==> config.mk <==
export PLATFORM = sky130hd
export DESIGN_NAME = rdac_lane
export DESIGN_NICKNAME = d
export VERILOG_FILES = /design/src/design/rdac_pkg.sv /design/src/design/rdac_lane.sv
export SDC_FILE = /design/constraint.sdc
export NUM_CORES = 2
export LEC_CHECK = 0
export ABC_AREA = 0
export CAP_MARGIN = 15
export CORE_UTILIZATION = 45
export DETAILED_ROUTE_END_ITERATION = 7
export DONT_BUFFER_PORTS = 1
export HOLD_SLACK_MARGIN = 0.15
export PLACE_DENSITY = 0.7
export SLEW_MARGIN = 20
export SYNTH_ARGS = -nofsm -noshare
export SYNTH_HDL_FRONTEND = slang
export SYNTH_SLANG_ARGS = --single-unit
==> constraint.sdc <==
create_clock -name i_clk -period 8.45 [get_ports i_clk]
set_input_delay 2.1125 -clock i_clk [delete_from_list [all_inputs] [get_ports i_clk]]
set_output_delay 2.1125 -clock i_clk [all_outputs]
set_load 0.005 [all_outputs]
==> src/design/rdac_pkg.sv <==
// ============================================================================
// rdac_pkg
// Shared types and constants of the RGBA depth and alpha converter.
// ============================================================================
package rdac_pkg;

    localparam int CH_W       = 16;               // one channel at full depth
    localparam int BYTE_W     = 8;                // one channel of RGBA8
    localparam int PROD_W     = 2 * CH_W;         // channel times alpha
    localparam int NUM_W      = CH_W + BYTE_W;    // channel times target scale
    localparam int NUM_LANES  = 4;                // red, green, blue, alpha
    localparam int DIV_STEPS  = CH_W;             // one quotient bit per stage
    localparam int PIPE_DEPTH = DIV_STEPS + 3;    // input, prep, divider, output
    localparam int CFG_IDX_W  = 3;

    localparam logic [CH_W-1:0] CH_MAX   = '1;
    localparam logic [CH_W-1:0] BYTE_MAX = CH_W'({BYTE_W{1'b1}});

    typedef enum logic [CFG_IDX_W-1:0] {
        CFG_DIRECTION   = 3'd0,
        CFG_HOST_DEPTH  = 3'd1,
        CFG_HOST_ALPHA  = 3'd2,
        CFG_HOST_PREM   = 3'd3,
        CFG_GUEST_PREM  = 3'd4
    } t_cfg_index;

    // how one channel gets its result
    typedef enum logic [2:0] {
        LM_PASS  = 3'd0,    // value already known at decode
        LM_DIV   = 3'd1,    // round(num / divisor) through the divider
        LM_K255  = 3'd2,    // round(prod / 255)
        LM_K255X = 3'd3,    // round(prod * 257 / 255)
        LM_K257  = 3'd4,    // round(prod / 257)
        LM_KBIG  = 3'd5     // round(prod / (65535 * 257))
    } t_lane_mode;

    typedef struct packed {
        t_lane_mode        mode;
        logic [CH_W-1:0]   pass_val;
        logic [PROD_W-1:0] prod;
        logic [NUM_W-1:0]  num;
        logic [CH_W-1:0]   divisor;
    } t_lane_in;

endpackage

==> src/design/rdac_lane.sv <==
// ============================================================================
// rdac_lane
// Arithmetic pipeline of one channel: constant-ratio rounding and a
// restoring divider, one quotient bit per stage.
// ============================================================================
module rdac_lane
    import rdac_pkg::*;
(
    input  logic            i_clk,
    input  logic            i_en,
    input  t_lane_in        i_lane,
    output logic [CH_W-1:0] o_value
);

    localparam int Z_W  = 33;            // rounding numerator
    localparam int M_W  = Z_W + 9;       // numerator times reciprocal
    localparam int DV_W = CH_W + 1;      // twice the divisor
    localparam int X_W  = NUM_W + 2;     // divider numerator
    localparam int SHIFT_SMALL = 16;
    localparam int SHIFT_BIG   = 32;
    localparam int CONST_DONE  = 3;      // stage index where the constant path ends

    localparam logic [Z_W-1:0] RND_255  = Z_W'(127);
    localparam logic [Z_W-1:0] RND_257  = Z_W'(128);
    localparam logic [Z_W-1:0] DIV_255  = Z_W'(255);
    localparam logic [Z_W-1:0] DIV_257  = Z_W'(257);
    localparam logic [Z_W-1:0] DIV_BIG  = Z_W'(16842495);
    localparam logic [Z_W-1:0] RND_BIG  = Z_W'(8421247);

    function automatic logic f_is_k255(t_lane_mode m);
        return (m == LM_K255) || (m == LM_K255X);
    endfunction

    function automatic logic f_is_const(t_lane_mode m);
        return (m == LM_K255) || (m == LM_K255X) || (m == LM_K257) || (m == LM_KBIG);
    endfunction

    t_lane_in         r_in;
    t_lane_mode       r_mode [DIV_STEPS+1];
    logic [CH_W-1:0]  r_side [DIV_STEPS+1];
    logic [DV_W-1:0]  r_rem  [DIV_STEPS+1];
    logic [CH_W-1:0]  r_xq   [DIV_STEPS+1];
    logic [DV_W-1:0]  r_dv   [DIV_STEPS+1];
    logic [Z_W-1:0]   r_z    [CONST_DONE];
    logic [M_W-1:0]   r_m1;
    logic [CH_W-1:0]  r_q0;
    logic [Z_W-1:0]   r_qk;
    logic [CH_W-1:0]  r_out;

    logic [Z_W-1:0]   n_z0;
    logic [X_W-1:0]   n_x0;
    logic [M_W-1:0]   n_m1;
    logic [CH_W-1:0]  n_q0;
    logic [Z_W-1:0]   n_qk;
    logic [CH_W-1:0]  n_side3;
    logic [DV_W-1:0]  n_rem  [DIV_STEPS+1];
    logic [CH_W-1:0]  n_xq   [DIV_STEPS+1];
    logic [DV_W:0]    w_trial [1:DIV_STEPS];
    logic             w_ge    [1:DIV_STEPS];
    logic [Z_W-1:0]   w_rem_k;
    logic [Z_W-1:0]   w_k;

    // numerator setup for both paths
    always_comb begin
        unique case (r_in.mode)
            LM_K255:  n_z0 = Z_W'(r_in.prod) + RND_255;
            LM_K255X: n_z0 = Z_W'({r_in.prod[23:0], 8'h00}) + Z_W'(r_in.prod) + RND_255;
            LM_K257:  n_z0 = Z_W'(r_in.prod) + RND_257;
            LM_KBIG:  n_z0 = Z_W'(r_in.prod) + RND_BIG;
            default:  n_z0 = Z_W'(r_in.prod);
        endcase
        // round(num / d) = floor((2 num + d) / (2 d))
        n_x0     = X_W'({r_in.num, 1'b0}) + X_W'(r_in.divisor);
    end

    // restoring divider, quotient bits shift in behind the numerator bits
    always_comb begin
        n_rem[0] = DV_W'(n_x0[X_W-1:CH_W]);
        n_xq[0]  = n_x0[CH_W-1:0];
        for (int k = 1; k <= DIV_STEPS; k++) begin
            w_trial[k] = {r_rem[k-1], r_xq[k-1][CH_W-1]};
            w_ge[k]    = w_trial[k] >= {1'b0, r_dv[k-1]};
            n_rem[k]   = w_ge[k] ? DV_W'(w_trial[k] - {1'b0, r_dv[k-1]})
                                 : DV_W'(w_trial[k]);
            n_xq[k]    = {r_xq[k-1][CH_W-2:0], w_ge[k]};
        end
    end

    // division by a constant: reciprocal estimate, then one correction
    always_comb begin
        n_m1 = f_is_k255(r_mode[0]) ? M_W'({r_z[0], 8'h00}) + M_W'(r_z[0])
                                    : M_W'({r_z[0], 8'h00}) - M_W'(r_z[0]);

        n_q0 = (r_mode[1] == LM_KBIG) ? CH_W'(r_m1 >> SHIFT_BIG)
                                      : r_m1[SHIFT_SMALL +: CH_W];
        if (r_mode[1] == LM_KBIG) begin
            n_qk = Z_W'(n_q0[BYTE_W-1:0]) * DIV_BIG;
        end else if (f_is_k255(r_mode[1])) begin
            n_qk = Z_W'({n_q0, 8'h00}) - Z_W'(n_q0);
        end else begin
            n_qk = Z_W'({n_q0, 8'h00}) + Z_W'(n_q0);
        end

        w_rem_k = r_z[2] - r_qk;
        if (r_mode[2] == LM_KBIG) begin
            w_k = DIV_BIG;
        end else if (f_is_k255(r_mode[2])) begin
            w_k = DIV_255;
        end else begin
            w_k = DIV_257;
        end
        if (!f_is_const(r_mode[2])) begin
            n_side3 = r_side[2];
        end else if (w_rem_k >= w_k) begin
            n_side3 = r_q0 + CH_W'(1);
        end else begin
            n_side3 = r_q0;
        end
    end

    always_ff @(posedge i_clk) begin
        if (i_en) begin
            r_in      <= i_lane;
            r_mode[0] <= r_in.mode;
            r_side[0] <= r_in.pass_val;
            r_rem[0]  <= n_rem[0];
            r_xq[0]   <= n_xq[0];
            r_dv[0]   <= {r_in.divisor, 1'b0};
            for (int k = 1; k <= DIV_STEPS; k++) begin
                r_mode[k] <= r_mode[k-1];
                r_side[k] <= (k == CONST_DONE) ? n_side3 : r_side[k-1];
                r_rem[k]  <= n_rem[k];
                r_xq[k]   <= n_xq[k];
                r_dv[k]   <= r_dv[k-1];
            end
            r_z[0] <= n_z0;
            r_z[1] <= r_z[0];
            r_z[2] <= r_z[1];
            r_m1   <= n_m1;
            r_q0   <= n_q0;
            r_qk   <= n_qk;
            r_out  <= (r_mode[DIV_STEPS] == LM_DIV) ? r_xq[DIV_STEPS] : r_side[DIV_STEPS];
        end
    end

    assign o_value = r_out;

endmodule

==> results by group <==
Clock network
  • CTS Sinks: 1380
  • Post-CTS Hold Buffers: 0
  • Post-CTS setup buffer count: 0
  • Clock tree buffer depth: 3
  • Worst-path clk slew: 0.06 ns
  • CTS buffer count: 146
  • CTS tree: done
  • Post-cts sizing count: 0
  • Clock Latency Late Sink: 0.77 ns
  • Htree depth: 4
  • CTS root buf: clkbuf_16

Worst hold path
  • Hold crit path type: reg -> reg
  • Worst Hold Depth: 0

Synth
  • Seq cells post-synth: 1380
  • Synth Net Count: 6152
  • Post-synth EDFFs: 1380
  • Yosys warning count: 0
  • Post-synth ARST share: 0%
  • Register area share after synthesis: 60.4%
  • Avg Inst Size Synth: 12.4 µm²
  • Syn Std Cell Area: 68600 µm²
  • Post-Synthesis Cells: 5526
  • Main synth FF type: edfxtp_1
  • Cell variety after synth: 85

Floorplanning
  • Die Y: 392 µm
  • DIE WIDTH: 392 µm
  • Initial Util: 45.6%
  • Row cnt: 142
  • Die ar.: 154000 µm²
  • Core outline area: 150000 µm²
  • IO Pins: 109

Global route
  • Vias in the first global route: 40600
  • GRT Total Usage: 17.0%
  • First-pass GRT wire length: 210 mm
  • Initial antenna violation count: 1
  • Grt total ovfl: 0
  • Largest net degree at the start of global routing: 265

Setup path
  • Critical path arrival: 7.86 ns
  • Crit path max-delay cell type: fa_1
  • Crit path cell chain: nand3b_1 > buf_4 > a21oi_1 > inv_1 > fa_1 > inv_1 > fa_1 > xnor2_1 > ha_1 > inv_1 > fa_1 > inv_1 > ha_1 > a21oi_1 > nor2b_1 > or4_1 > o21ai_0 > o211ai_1 > a41o_1 > and3_1 > nand3_1 > xor2_1 > o21ai_0
  • Crit. End Element: flop
  • Req. time, crit path: 8.93 ns
  • Worst setup SP type: flop
  • Worst-path fanout max: 9
  • WS Path Type: reg -> reg
  • Max incr delay on CP: 0.69 ns
  • FF-to-FF path depth: 23
  • CP most frequent cell: inv_1

Drt
  • Drt wl/cell: 16.9 µm
  • Drt total wl: 130 mm
  • Vias: 41100
  • Drt pass-1 iters: 6
  • # DRC: 0
  • Iter 0 DRT Violations: 2823
  • Via/cell ratio: 5.31
  • Post-route ant nets: 0

Place
  • DP Worst Slack: 1.02 ns
  • Routability-driven placement congestion ratio: 0.905
  • Port Buf Inserts: 0
  • Placed wire-length estimate: 94.2 mm

Run
  • Number of max-cap violations: 0

Pwr
  • Cell Pwr Density: 393 nW/µm²
  • Leakage Power: 29.8 nW
  • Overall Power: 0.0300 W
  • Peak supply drop: 0.000624 V

STA
  • Period minus WS final: 7.38 ns
  • Max Freq: 0.136 GHz
  • Hold WS: 0.400 ns
  • RSZ-0062 raised after global routing: false
  • Max-slew headroom: 24.4%
  • Final clock skew: 0.0460 ns
  • Setup Viol. Count Final: 0
  • Max-slew violations: 0
  • Worst-Margin Slew: 1.13 ns
  • Final hold violation count: 0
  • Setup TNS Final: 0 ns
  • PnR worst setup slack: 1.07 ns
  • Part of the cycle the worst path needs: 87.3%

Cells and area
  • Final net count: 6233
  • Area delta synth->final: 11.1%
  • Post-layout util: 50.6%
  • Layout cells sized above 1: 6.12%
  • Diodes inserted: 0

Status
  • Outcome: finished clean
cell families after synthesis:
kind of cell | synth area share [%]
buf+inv | 3.93
mux | 0.848
fa+ha+maj | 10.4
flops | 60.4
compound gates | 11.8
simple gates | 8.71
xor+xnor | 3.88
per-stage QoR:
stage               cells  cell area, µm²
floorplan            5526           68600
global placement     7469           71200
detailed placement   7471           71300
CTS                  7733           76100
global route         7737           76200
finish               7737           76200
sequential cells by signal, summed over array words and instances (netlist names), 27 cells and up:
| name | count |
|---|---|
| r_side | 272 |
| r_xq | 271 |
| r_rem | 265 |
| r_dv | 241 |
| r_z | 98 |
| r_in | 91 |
| r_mode | 51 |
| r_qk | 32 |
| r_m1 | 27 |
layer usage:
metal	part of all wire (%)	global-route usage, %
met1	44	21.6
met2	48	29.0
met3	4.6	2.91
met4	3.5	6.65
met5	0.0084	0
Yosys cell counts, types with 60 or more instances:
cell | number | share of area, %
a21boi_0 | 65 | 0.71
a21o_1 | 97 | 1.1
a21oi_1 | 325 | 2.4
clkbuf_1 | 96 | 0.53
edfxtp_1 | 1380 | 60
fa_1 | 60 | 1.8
ha_1 | 473 | 8.6
inv_1 | 615 | 3.4
nand2_1 | 400 | 2.2
nand3_1 | 72 | 0.53
nor2_1 | 353 | 1.9
nor2b_1 | 63 | 0.57
nor3_1 | 76 | 0.55
o21ai_0 | 346 | 2.5
o31ai_1 | 82 | 0.90
xnor2_1 | 207 | 2.6
xor2_1 | 97 | 1.2
final cells by class:
class / instances / area (µm²)
Timing Repair Buffer: 36 / 442
Fill cell: 12700 / 74300
Inverter: 615 / 2310
Clock inverter: 99 / 1090
Sequential cell: 1380 / 41400
Tap cell: 2016 / 2520
Multi-Input combinational cell: 3428 / 24600
Clock buffer: 163 / 3780
path summary, 6_finish.rpt:
kind,startpoint,slack [ns],to
setup / recovery,r_mode[0][4],1.07,r_qk[31]
hold / removal,r_xq[1][16],0.40,r_xq[1][33]
setup reg to reg,r_mode[0][4],1.07,r_qk[31]
hold reg to reg,r_xq[1][16],0.40,r_xq[1][33]
power breakdown:
part           internal (W)  switching, W  total, W  leakage, nW
clock               0.00377       0.00263   0.00640         2.36
combinational       0.00559       0.00830    0.0139         13.9
sequential          0.00909      0.000586   0.00968         13.5
worst max-delay path, delay by kind of cell, from the launching register on:
kind / cells / cell delay, ns
buffers and inverters: 5 / 1.01
flip-flops: 1 / 0.44
AO/OA/AOI/OAI: 6 / 1.71
XOR/XNOR: 2 / 0.29
AND/OR/NAND/NOR: 5 / 1.32
adder cells (fa/ha/maj): 5 / 2.30
cell usage in the layout (no fill, tap or decap), types with 32 or more instances in the layout:
master and count:
edfxtp_1 1380, inv_1 615, ha_1 473, nand2_1 400
nor2_1 353, o21ai_0 346, a21oi_1 324, xnor2_1 207
clkbuf_16 149, a21o_1 97, xor2_1 97, o31ai_1 81
nor3_1 76, nand3_1 72, a21boi_0 65, nor2b_1 63
fa_1 60, nand2b_1 58, nand4_1 52, a31oi_1 50
clkinv_1 39, a211oi_1 38, or3_1 33, mux2_2 32
or2_2 32
(Power assumes the default switching activity.)
